<file path="src/rtl/dorq_pkg.sv">
`default_nettype none

package dorq_pkg;

    localparam int unsigned DEADLINE_W = 32;
    localparam int unsigned MAX_OUT    = 16;
    localparam int unsigned NDISP_W    = 5;

    localparam logic [1:0] OP_SCHEDULE = 2'd0;
    localparam logic [1:0] OP_TICK     = 2'd1;
    localparam logic [1:0] OP_SHUTDOWN = 2'd2;

    localparam logic [2:0] KIND_ACCEPTED   = 3'd0;
    localparam logic [2:0] KIND_REJECTED   = 3'd1;
    localparam logic [2:0] KIND_DISPATCHED = 3'd2;
    localparam logic [2:0] KIND_NOTHING    = 3'd3;
    localparam logic [2:0] KIND_SHUTDOWN   = 3'd4;

    typedef struct packed {
        logic insert;
        logic pop;
        logic clear;
    } t_cell_cmd;

    typedef enum logic [1:0] {
        S_IDLE = 2'b01,
        S_TICK = 2'b10
    } t_state;

    // a strictly before b, by wrapped difference
    function automatic logic deadline_before(input logic [DEADLINE_W-1:0] a,
                                             input logic [DEADLINE_W-1:0] b);
        logic [DEADLINE_W-1:0] diff;
        diff = a - b;
        return diff[DEADLINE_W-1];
    endfunction

endpackage

`default_nettype wire

</file>
<file path="src/rtl/dorq_cell.sv">
`default_nettype none

// One slot of the sorted chain. Insert: take left neighbor if the new entry
// lands left of us, else take the new entry if it lands here. Pop: take right. Clear: empty.
module dorq_cell import dorq_pkg::*; #(
    parameter int unsigned PAYLOAD_WIDTH = 32
) (
    input  wire logic                     i_clk,
    input  wire logic                     i_rst_n,
    input  wire t_cell_cmd                i_cmd,
    input  wire logic [DEADLINE_W-1:0]    i_new_dl,
    input  wire logic [PAYLOAD_WIDTH-1:0] i_new_pay,
    input  wire logic                     i_left_cond,
    input  wire logic                     i_left_valid,
    input  wire logic [DEADLINE_W-1:0]    i_left_dl,
    input  wire logic [PAYLOAD_WIDTH-1:0] i_left_pay,
    input  wire logic                     i_right_valid,
    input  wire logic [DEADLINE_W-1:0]    i_right_dl,
    input  wire logic [PAYLOAD_WIDTH-1:0] i_right_pay,
    output logic                          o_cond,
    output logic                          o_valid,
    output logic [DEADLINE_W-1:0]         o_dl,
    output logic [PAYLOAD_WIDTH-1:0]      o_pay
);

    logic                     r_valid, n_valid;
    logic [DEADLINE_W-1:0]    r_dl, n_dl;
    logic [PAYLOAD_WIDTH-1:0] r_pay, n_pay;
    logic                     w_cond;

    // new entry goes at or left of this slot
    assign w_cond = !r_valid || deadline_before(i_new_dl, r_dl);

    always_comb begin
        n_valid = r_valid;
        n_dl    = r_dl;
        n_pay   = r_pay;
        if (i_cmd.clear) begin
            n_valid = 1'b0;
        end else if (i_cmd.insert) begin
            if (i_left_cond) begin
                n_valid = i_left_valid;
                n_dl    = i_left_dl;
                n_pay   = i_left_pay;
            end else if (w_cond) begin
                n_valid = 1'b1;
                n_dl    = i_new_dl;
                n_pay   = i_new_pay;
            end
        end else if (i_cmd.pop) begin
            n_valid = i_right_valid;
            n_dl    = i_right_dl;
            n_pay   = i_right_pay;
        end
    end

    always_ff @(posedge i_clk) begin
        if (!i_rst_n) begin
            r_valid <= 1'b0;
        end else begin
            r_valid <= n_valid;
        end
    end

    always_ff @(posedge i_clk) begin
        r_dl  <= n_dl;
        r_pay <= n_pay;
    end

    assign o_cond  = w_cond;
    assign o_valid = r_valid;
    assign o_dl    = r_dl;
    assign o_pay   = r_pay;

endmodule

`default_nettype wire

</file>
<file path="src/rtl/deadline_ordered_retry_queue_top.sv">
// Schedule, shutdown: result registered at the input transfer, shown in the next cycle.
// Tick: advance time, then one result per cycle while the receiver takes them; the tick
// holds the input until its last result. Schedule, shutdown: one per cycle as results drain.
// Pops go through the single head-of-chain dispatch port, one per cycle as results drain.
// Reset (i_rst_n low, synchronous): queue empty, time, reject count and shutdown flag cleared.
`default_nettype none

module deadline_ordered_retry_queue_top import dorq_pkg::*; #(
    parameter int unsigned CAPACITY      = 16,
    parameter int unsigned PAYLOAD_WIDTH = 32
) (
    input  wire logic        i_clk,
    input  wire logic        i_rst_n,
    // input channel
    input  wire logic        i_in_valid,
    output logic             o_in_ready,
    input  wire logic [1:0]  i_op,
    input  wire logic [31:0] i_payload,
    input  wire logic [15:0] i_delay_ticks,
    // result channel
    output logic             o_out_valid,
    input  wire logic        i_out_ready,
    output logic [2:0]       o_kind,
    output logic [31:0]      o_dispatched_payload,
    output logic [4:0]       o_pending_count,
    output logic [31:0]      o_reject_count,
    output logic             o_last
);

    localparam int unsigned CNT_W = $clog2(CAPACITY + 1);

    // Chain taps; entry CAPACITY is an always-empty sentinel feeding the last cell on pop.
    logic                     w_valid [CAPACITY+1];
    logic [DEADLINE_W-1:0]    w_dl    [CAPACITY+1];
    logic [PAYLOAD_WIDTH-1:0] w_pay   [CAPACITY+1];
    logic                     w_cond  [CAPACITY];

    t_state                r_state, n_state;
    logic [DEADLINE_W-1:0] r_time, n_time;
    logic [31:0]           r_rej, n_rej;
    logic                  r_stopped, n_stopped;
    logic [CNT_W-1:0]      r_count, n_count;
    logic [NDISP_W-1:0]    r_ndisp, n_ndisp;

    logic        r_ovalid, n_ovalid;
    logic [2:0]  r_okind, n_okind;
    logic [31:0] r_opay, n_opay;
    logic        r_olast, n_olast;

    t_cell_cmd             w_cmd;
    logic                  w_out_free;
    logic                  w_accept;
    logic                  w_head_due;
    logic                  w_next_due;
    logic                  w_budget;
    logic [DEADLINE_W-1:0] w_new_dl;

    assign w_valid[CAPACITY] = 1'b0;
    assign w_dl[CAPACITY]    = '0;
    assign w_pay[CAPACITY]   = '0;

    // Output register frees when empty or being drained this cycle.
    assign w_out_free = !r_ovalid || i_out_ready;
    assign o_in_ready = (r_state == S_IDLE) && w_out_free;
    assign w_accept   = i_in_valid && o_in_ready;
    assign w_new_dl   = r_time + DEADLINE_W'(i_delay_ticks);

    // Due test looks only at the chain head and its right neighbor (next head after a pop).
    assign w_head_due = w_valid[0] && !deadline_before(r_time, w_dl[0]);
    assign w_next_due = w_valid[1] && !deadline_before(r_time, w_dl[1]);
    assign w_budget   = (r_ndisp < NDISP_W'(MAX_OUT));

    genvar g;
    generate
        for (g = 0; g < CAPACITY; g++) begin : g_cell
            logic                     w_lcond;
            logic                     w_lvalid;
            logic [DEADLINE_W-1:0]    w_ldl;
            logic [PAYLOAD_WIDTH-1:0] w_lpay;
            if (g == 0) begin : g_head
                assign w_lcond  = 1'b0;
                assign w_lvalid = 1'b0;
                assign w_ldl    = '0;
                assign w_lpay   = '0;
            end else begin : g_body
                assign w_lcond  = w_cond[g-1];
                assign w_lvalid = w_valid[g-1];
                assign w_ldl    = w_dl[g-1];
                assign w_lpay   = w_pay[g-1];
            end
            dorq_cell #(
                .PAYLOAD_WIDTH(PAYLOAD_WIDTH)
            ) u_cell (
                .i_clk        (i_clk),
                .i_rst_n      (i_rst_n),
                .i_cmd        (w_cmd),
                .i_new_dl     (w_new_dl),
                .i_new_pay    (PAYLOAD_WIDTH'(i_payload)),
                .i_left_cond  (w_lcond),
                .i_left_valid (w_lvalid),
                .i_left_dl    (w_ldl),
                .i_left_pay   (w_lpay),
                .i_right_valid(w_valid[g+1]),
                .i_right_dl   (w_dl[g+1]),
                .i_right_pay  (w_pay[g+1]),
                .o_cond       (w_cond[g]),
                .o_valid      (w_valid[g]),
                .o_dl         (w_dl[g]),
                .o_pay        (w_pay[g])
            );
        end
    endgenerate

    always_comb begin
        n_state   = r_state;
        n_time    = r_time;
        n_rej     = r_rej;
        n_stopped = r_stopped;
        n_count   = r_count;
        n_ndisp   = r_ndisp;
        n_ovalid  = r_ovalid && !i_out_ready;
        n_okind   = r_okind;
        n_opay    = r_opay;
        n_olast   = r_olast;
        w_cmd     = '0;

        case (r_state)
            S_IDLE: begin
                if (w_accept) begin
                    case (i_op)
                        OP_SCHEDULE: begin
                            n_ovalid = 1'b1;
                            n_opay   = '0;
                            n_olast  = 1'b1;
                            if (r_stopped || (r_count >= CNT_W'(CAPACITY))) begin
                                n_okind = KIND_REJECTED;
                                if (r_rej != '1) begin
                                    n_rej = r_rej + 32'd1;
                                end
                            end else begin
                                n_okind      = KIND_ACCEPTED;
                                w_cmd.insert = 1'b1;
                                n_count      = r_count + CNT_W'(1);
                            end
                        end
                        OP_TICK: begin
                            n_time  = r_time + DEADLINE_W'(1);
                            n_ndisp = '0;
                            n_state = S_TICK;
                        end
                        OP_SHUTDOWN: begin
                            w_cmd.clear = 1'b1;
                            n_stopped   = 1'b1;
                            n_count     = '0;
                            n_ovalid    = 1'b1;
                            n_okind     = KIND_SHUTDOWN;
                            n_opay      = '0;
                            n_olast     = 1'b1;
                        end
                        default: begin
                            // unused op: no result, no state change
                        end
                    endcase
                end
            end
            S_TICK: begin
                if (w_out_free) begin
                    n_ovalid = 1'b1;
                    if (w_head_due && w_budget) begin
                        // pop the head; last when the new head is not due or budget runs out
                        w_cmd.pop = 1'b1;
                        n_count   = r_count - CNT_W'(1);
                        n_ndisp   = r_ndisp + NDISP_W'(1);
                        n_okind   = KIND_DISPATCHED;
                        n_opay    = 32'(w_pay[0]);
                        n_olast   = !w_next_due ||
                                    ((r_ndisp + NDISP_W'(1)) == NDISP_W'(MAX_OUT));
                        if (n_olast) begin
                            n_state = S_IDLE;
                        end
                    end else begin
                        // only reached on the first step of a tick
                        n_okind = KIND_NOTHING;
                        n_opay  = '0;
                        n_olast = 1'b1;
                        n_state = S_IDLE;
                    end
                end
            end
            default: begin
                n_state = S_IDLE;
            end
        endcase
    end

    always_ff @(posedge i_clk) begin
        if (!i_rst_n) begin
            r_state   <= S_IDLE;
            r_time    <= '0;
            r_rej     <= '0;
            r_stopped <= 1'b0;
            r_count   <= '0;
            r_ndisp   <= '0;
            r_ovalid  <= 1'b0;
        end else begin
            r_state   <= n_state;
            r_time    <= n_time;
            r_rej     <= n_rej;
            r_stopped <= n_stopped;
            r_count   <= n_count;
            r_ndisp   <= n_ndisp;
            r_ovalid  <= n_ovalid;
        end
    end

    // Result payload registers; pending and reject counts are read from live state,
    // which only moves when a new result is loaded.
    logic [4:0]  r_opend;
    logic [31:0] r_orej;

    always_ff @(posedge i_clk) begin
        r_okind <= n_okind;
        r_opay  <= n_opay;
        r_olast <= n_olast;
        r_opend <= 5'(n_count);
        r_orej  <= n_rej;
    end

    assign o_out_valid          = r_ovalid;
    assign o_kind               = r_okind;
    assign o_dispatched_payload = r_opay;
    assign o_pending_count      = r_opend;
    assign o_reject_count       = r_orej;
    assign o_last               = r_olast;

endmodule

`default_nettype wire

</file>
<file path="config.mk">
export PLATFORM = sky130hd
export DESIGN_NAME = deadline_ordered_retry_queue_top
export DESIGN_NICKNAME = d
export VERILOG_FILES = /design/src/rtl/dorq_pkg.sv /design/src/rtl/dorq_cell.sv /design/src/rtl/deadline_ordered_retry_queue_top.sv
export SDC_FILE = /design/constraint.sdc
export NUM_CORES = 2
export LEC_CHECK = 0
export BUFFER_PORTS_ARGS = -buffer_cell sky130_fd_sc_hd__buf_2
export CAP_MARGIN = 30
export CORE_ASPECT_RATIO = 0.7
export CORE_MARGIN = 5
export CORE_UTILIZATION = 40
export CTS_CLUSTER_DIAMETER = 50
export DETAILED_ROUTE_END_ITERATION = 8
export SYNTH_ARGS = -nofsm -noshare
export SYNTH_HDL_FRONTEND = slang
export SYNTH_SLANG_ARGS = --single-unit
</file>
<file path="constraint.sdc">
create_clock -name i_clk -period 10 [get_ports i_clk]
set_input_delay 0.5 -clock i_clk [delete_from_list [all_inputs] [get_ports i_clk]]
set_output_delay 0.5 -clock i_clk [all_outputs]
set_load 0.01 [all_outputs]
</file>
# Word-level counts from Yosys, hierarchy flattened
# Cells that the tools add are included.
# classes
n_addsub	24
n_lt_le_gt_ge	2
eq_ne	29
mux	240
bitwise	2
reduce_logical	89
# ops
op	n
$mux W32	134
$sub A32 B32 Y32	18
$mux W1	82
$add A32 B1 Y32 const B	2
$pmux W32 S2	1
$reduce_and A3 Y1	18
$ne A3 B1 Y1 const B	15
$mux W5	8
$add A32 B16 Y32	1
$ne A32 B32 Y1 const B	1
$reduce_and A2 Y1	16
$pmux W5 S2	3
$logic_not A1 Y1	21
$logic_or A1 B1 Y1	19
$pmux W3 S2	2
$reduce_and A4 Y1	3
$add A5 B1 Y5 const B	2
$mux W2	5
$ne A2 B2 Y1 const B	5
$logic_and A1 B1 Y1	6
$mux W3	2
$eq A5 B5 Y1 const B	1
$ge A5 B5 Y1 const B	1
$lt A5 B5 Y1 const B	1
13 further kinds	19
# word_totals
register_bits	1191
input_bits	54
out_inout_bits	75

# Logic depth before layout (Yosys ltp)
# depth
depth_word	9
depth_mapped	23
mapped_depth_nobuf	20

# Cells and area by module
# Synthesis repeated with hierarchy kept, for this count alone.
# unflattened
hier_cells	7390
area_unflattened_um2	73830.8
# modules_own_cells
mod	instances	cells_each	area_per_inst_um2
dorq_cell at g_cell[0].u_cell ...	13	403	4075.2
dorq_cell at g_cell[7].u_cell ...	3	399	4073.9
deadline_ordered_retry_queue_top	1	954	8632.0

# Worst setup path before layout
# OpenSTA, ideal clock, no wires.
# synth_timing
path_type	input to register
startpoint	in i_delay_ticks[3]
endpoint	reg g_cell[13].u_cell.r_dl[0], enable pin
setup_time_ps	524
t_arrival_ps	9138
required_time_ps	9476
setup_slack_ps	338
cell_stages	18
path_cell_list	ha_1 > o211ai_1 > o21ai_2 > o2111ai_1 > a2111o_1 > buf_2 > a2111oi_0 > xor2_1 > ha_1 > and4_1 > a221oi_1 > mux2_2 > a31oi_1 > and4_1 > clkbuf_1 > mux2_2 > clkbuf_1 > a31oi_1
# synth_via
elab_chain_cells	5
# synth_rtl
element	line_no	source
start: declaration	deadline_ordered_retry_queue_top.sv:19	input wire logic [15:0] i_delay_ticks,
$add A32 B16 Y32 *	deadline_ordered_retry_queue_top.sv:66	assign w_new_dl = r_time + DEADLINE_W'(i_delay_ticks);
$sub A32 B32 Y32	dorq_pkg.sv:34	diff = a - b;
$logic_or A1 B1 Y1	dorq_cell.sv:32	assign w_cond = !r_valid || deadline_before(i_new_dl, r_dl);
$ne A3 B1 Y1 (no source line) *	--	
$reduce_and A3 Y1 (no source line) *	--	
end signal: assignment	dorq_cell.sv:66	r_dl <= n_dl;
end: declaration	dorq_cell.sv:27	logic [DEADLINE_W-1:0] r_dl, n_dl;
# Mark *: on every way between the ends. The rest lies on a longest branch, timed or not.
# A chain may end at the register's enable or synchronous reset.

# Worst setup path in the final report
# layout_timing
startpoint	reg r_time[3]
endpoint	reg g_cell[15].u_cell.r_pay[24], enable pin
# layout_via
elab_chain_cells	9
# layout_rtl
element	line_no	source
start: declaration	deadline_ordered_retry_queue_top.sv:39	logic [DEADLINE_W-1:0] r_time, n_time;
start signal: assignment	deadline_ordered_retry_queue_top.sv:207	r_time <= n_time;
branches (longest 8 deep; another with $add A32 B16 Y32)	--	
$reduce_and A3 Y1 (no source line) *	--	
end signal: assignment	dorq_cell.sv:67	r_pay <= n_pay;
end: declaration	dorq_cell.sv:28	logic [PAYLOAD_WIDTH-1:0] r_pay, n_pay;
# Every way passes the cells marked *.

==> impl_metrics.yaml <==
synthesis:
  synth-adder-area-share_pct: 9.96
  seq_area_frac_synth_pct: 48.6
  synthCells: 7038
  synth-xor-area-share_pct: 1.31
  synth_top_family_by_area: "compound AO/OA/AOI/OAI gates"
  yosys-top-cells-area: "edfxtp_1, ha_1, a221o_1, nand2_1, dfxtp_1"
  synthSimpleGateAreaFrac_pct: 14.8
  yosysMostFrequentCell: "edfxtp_1"
  synth_top_area_cell: "edfxtp_1"
  synth_seq_cells: 1191
  synth_top_area_share_pct: 44.9
  syn_nets: 7656
  synthArstFlopShare_pct: 0
  synth-main-ff-cell: "edfxtp_1"
  synthTopCellsByCount: "edfxtp_1, nand2_1, ha_1"
  synth_compound_area_share_pct: 18.2
  synth_area_um2: 70900
  synth_edf_count: 1060
  yosys_warnings: 0
  ys_types: 80
  avgSynthCellArea_um2: 10.1
  yosys-mux-area-fraction_pct: 1.54
pwr:
  powerDensity_nw_per_um2: 177
  intPower_mw: 9.79
  ir_worst_vdd_mv: 0.141
  pwr-share-comb_pct: 18.0
  total_power_mw: 14.1
  netSwitchingPower_mw: 4.26
  pwr-share-seq_pct: 45.1
  p_leak_nw: 31.6
  p_sw_share_pct: 30.3
  pwr-share-clk_pct: 36.9
run:
  max_cap_viol_count: 0
timing:
  setup_viol: 0
  fin_worst_skew_ns: 0.0365
  drv_slew: 0
  grt_setup_unrepaired: "false"
  post-route-min-period_ns: 8.73
  slew_headroom_pct: 20.8
  timing.hold.ws_ns: 0.0935
  worst_pin_slew_ns: 1.19
  hold_violations: 0
  max_freq_ghz: 0.115
  fin_crit_sh_pct: 87.3
route:
  viasPerCell: 6.27
  drt_wl_total_um: 254000
  wl_per_cell_um: 26.9
  drc: 0
  num_vias: 59300
  ant_nets: 0
  drtPass1Iterations: 6
  drt_iter0_markers: 8197
worst_setup_path:
  slowest_stage: "xor2_2"
  critical_path_arrival_ns: 9.14
  cp.required_ns: 10.42
  path_delay_family: "compound AO/OA/AOI/OAI gates"
  path_cells: "ha_1 -> o211ai_1 -> o21ai_2 -> o2111ai_1 -> a2111o_1 -> a2111oi_0 -> xor2_2 -> buf_4 -> ha_1 -> nand4_1 -> nor3_1 -> buf_4 -> nand2_1 -> a2111oi_1 -> buf_2 -> a221oi_1 -> xnor2_1 -> or2_2 -> mux2i_1 -> a41oi_4 -> buf_12"
  r2r-start: "r_time[3]"
  max_stage_delay_ns: 0.84
  crit_start: "r_time[3]"
  crit_fanout: 64
  worst-path-buf-inv: 4
  start_kind: "flip-flop"
  crit_path_end_kind: "flip-flop"
  critPathKind: "reg2reg"
floorplan:
  rows: 129
  coreArea_um2: 176000
  fp.dieArea_um2: 186000
  chipWidth_um: 513
  io_pins: 129
  start_util_pct: 40.2
  die_y_um: 362
place:
  numPortBuffers: 128
  dp.cells: 9183
  dp_hpwl_um: 173000
  gp_congestion: 0.937
cells_and_area:
  final_util_pct: 45.0
  syn2layout_area_growth_pct: 12.0
  fin_cells: 9447
  multi_input_area_um2: 33100
  drive_gt1_share_pct: 8.37
  nets: 7592
  nFillCells: 16500
  regArea_um2: 34500
clocking:
  cts_resized: 0
  clock_latency_ns: 0.80
  path_clk_slew_ns: 0.06
  htree_levels: 4
  clock_path_buffers: 3
  post_cts_buffers: 0
  cts_sinks: 1191
  clockRootBuffer: "clkbuf_16"
  cts_hold_buf: 0
  cts_tree: "built"
  cts_buffers: 139
grt:
  gr-total-overflow: 0
  grt_max_degree: 209
  grt_pass1_vias: 55700
  grt_pass1_wl_um: 372000
  antenna_found_initial: 13
  grtUsageTotal_pct: 26.4
run_status:
  status: "finished, final reports clean"
worst_hold_path:
  min-delay-start: "i_payload[31]"
  min_path_type: "in2reg"
[power by group through the flow]
stage / Sequential (mW) / Combinational (mW) / Clock (mW)
finish: 6.34 / 2.53 / 5.18
global route: 6.37 / 2.75 / 5.45
global placement: 6.42 / 2.38 / 0
detailed placement: 6.42 / 2.47 / 0
CTS: 6.32 / 2.48 / 5.24
floorplan: 6.35 / 1.61 / 0
[cells in the final DEF, fill, tap and decap left out, types with 84 or more instances in the layout]
cell type,n
o21ai_0,229
nand2_1,906
buf_2,132
and3_1,84
nand3_1,421
o221ai_1,97
edfxtp_1,1060
nor3_1,86
and2_1,156
ha_1,563
a221o_1,388
clkbuf_16,141
nor2_1,407
inv_1,530
o211ai_1,236
dfxtp_1,130
a21oi_1,324
buf_4,123
[sequential cells by signal, summed over array words and instances (netlist names)]
signal	count
g_cell.u_cell.o_dl	512
g_cell.u_cell.o_pay	512
o_dispatched_payload	32
o_reject_count	32
r_rej	32
r_time	32
g_cell.u_cell.o_valid	16
o_pending_count	5
r_count	5
r_ndisp	5
o_kind	3
r_state	2
o_last	1
o_out_valid	1
r_stopped	1
[worst min-delay path, delay by kind of cell]
kind                   cells  cell delay, ns
AOI/OAI and AO/OA          1            0.10
muxes                      1            0.06
buffers and inverters      1            0.10
[stage by stage]
step	cell area [um^2]	setup WS [ns]	TNS, ns
6_report	79400	1.27	0
5_1_grt	79400	0.940	0
4_1_cts	79300	1.50	0
3_5_place_dp	74800	1.38	0
3_3_place_gp	74500	-0.0851	-7.80
2_1_floorplan	70900	0.338	0
[routing by layer]
layer,track usage [%],wire (um),up-vias
met4,7.23,6520,2
li1,-,-,26200
met2,34.3,96200,3401
met5,0,12,-
met3,8.89,34600,353
met1,40.9,117000,29300
[area by class of cell]
type / instances / area share (%)
clock inverters: 76 / 1.05
inverters: 531 / 2.51
well taps: 2358 / 3.72
diodes: 7 / 0.0221
flip-flops and latches: 1191 / 43.4
repair buffers: 294 / 2.95
clock buffers: 173 / 4.62
multi-input cells: 4817 / 41.7
[cell families after synthesis]
kind of cell | after synthesis
compound gates | 1754
xor+xnor | 106
mux | 104
simple gates | 2289
fa+ha+maj | 564
buf+inv | 1030
flops | 1191
[final timing paths]
| kind | to | slack [ns] | cells past startpoint |
|---|---|---|---|
| min | g_cell[10].u_cell.o_pay[31] | 0.09 | 3 |
| max reg2reg | g_cell[15].u_cell.o_pay[24] | 1.27 | 21 |
| max | g_cell[15].u_cell.o_pay[24] | 1.27 | 21 |
| min reg2reg | o_reject_count[31] | 0.47 | 1 |
Note: power is estimated with default switching activity, not from simulation.
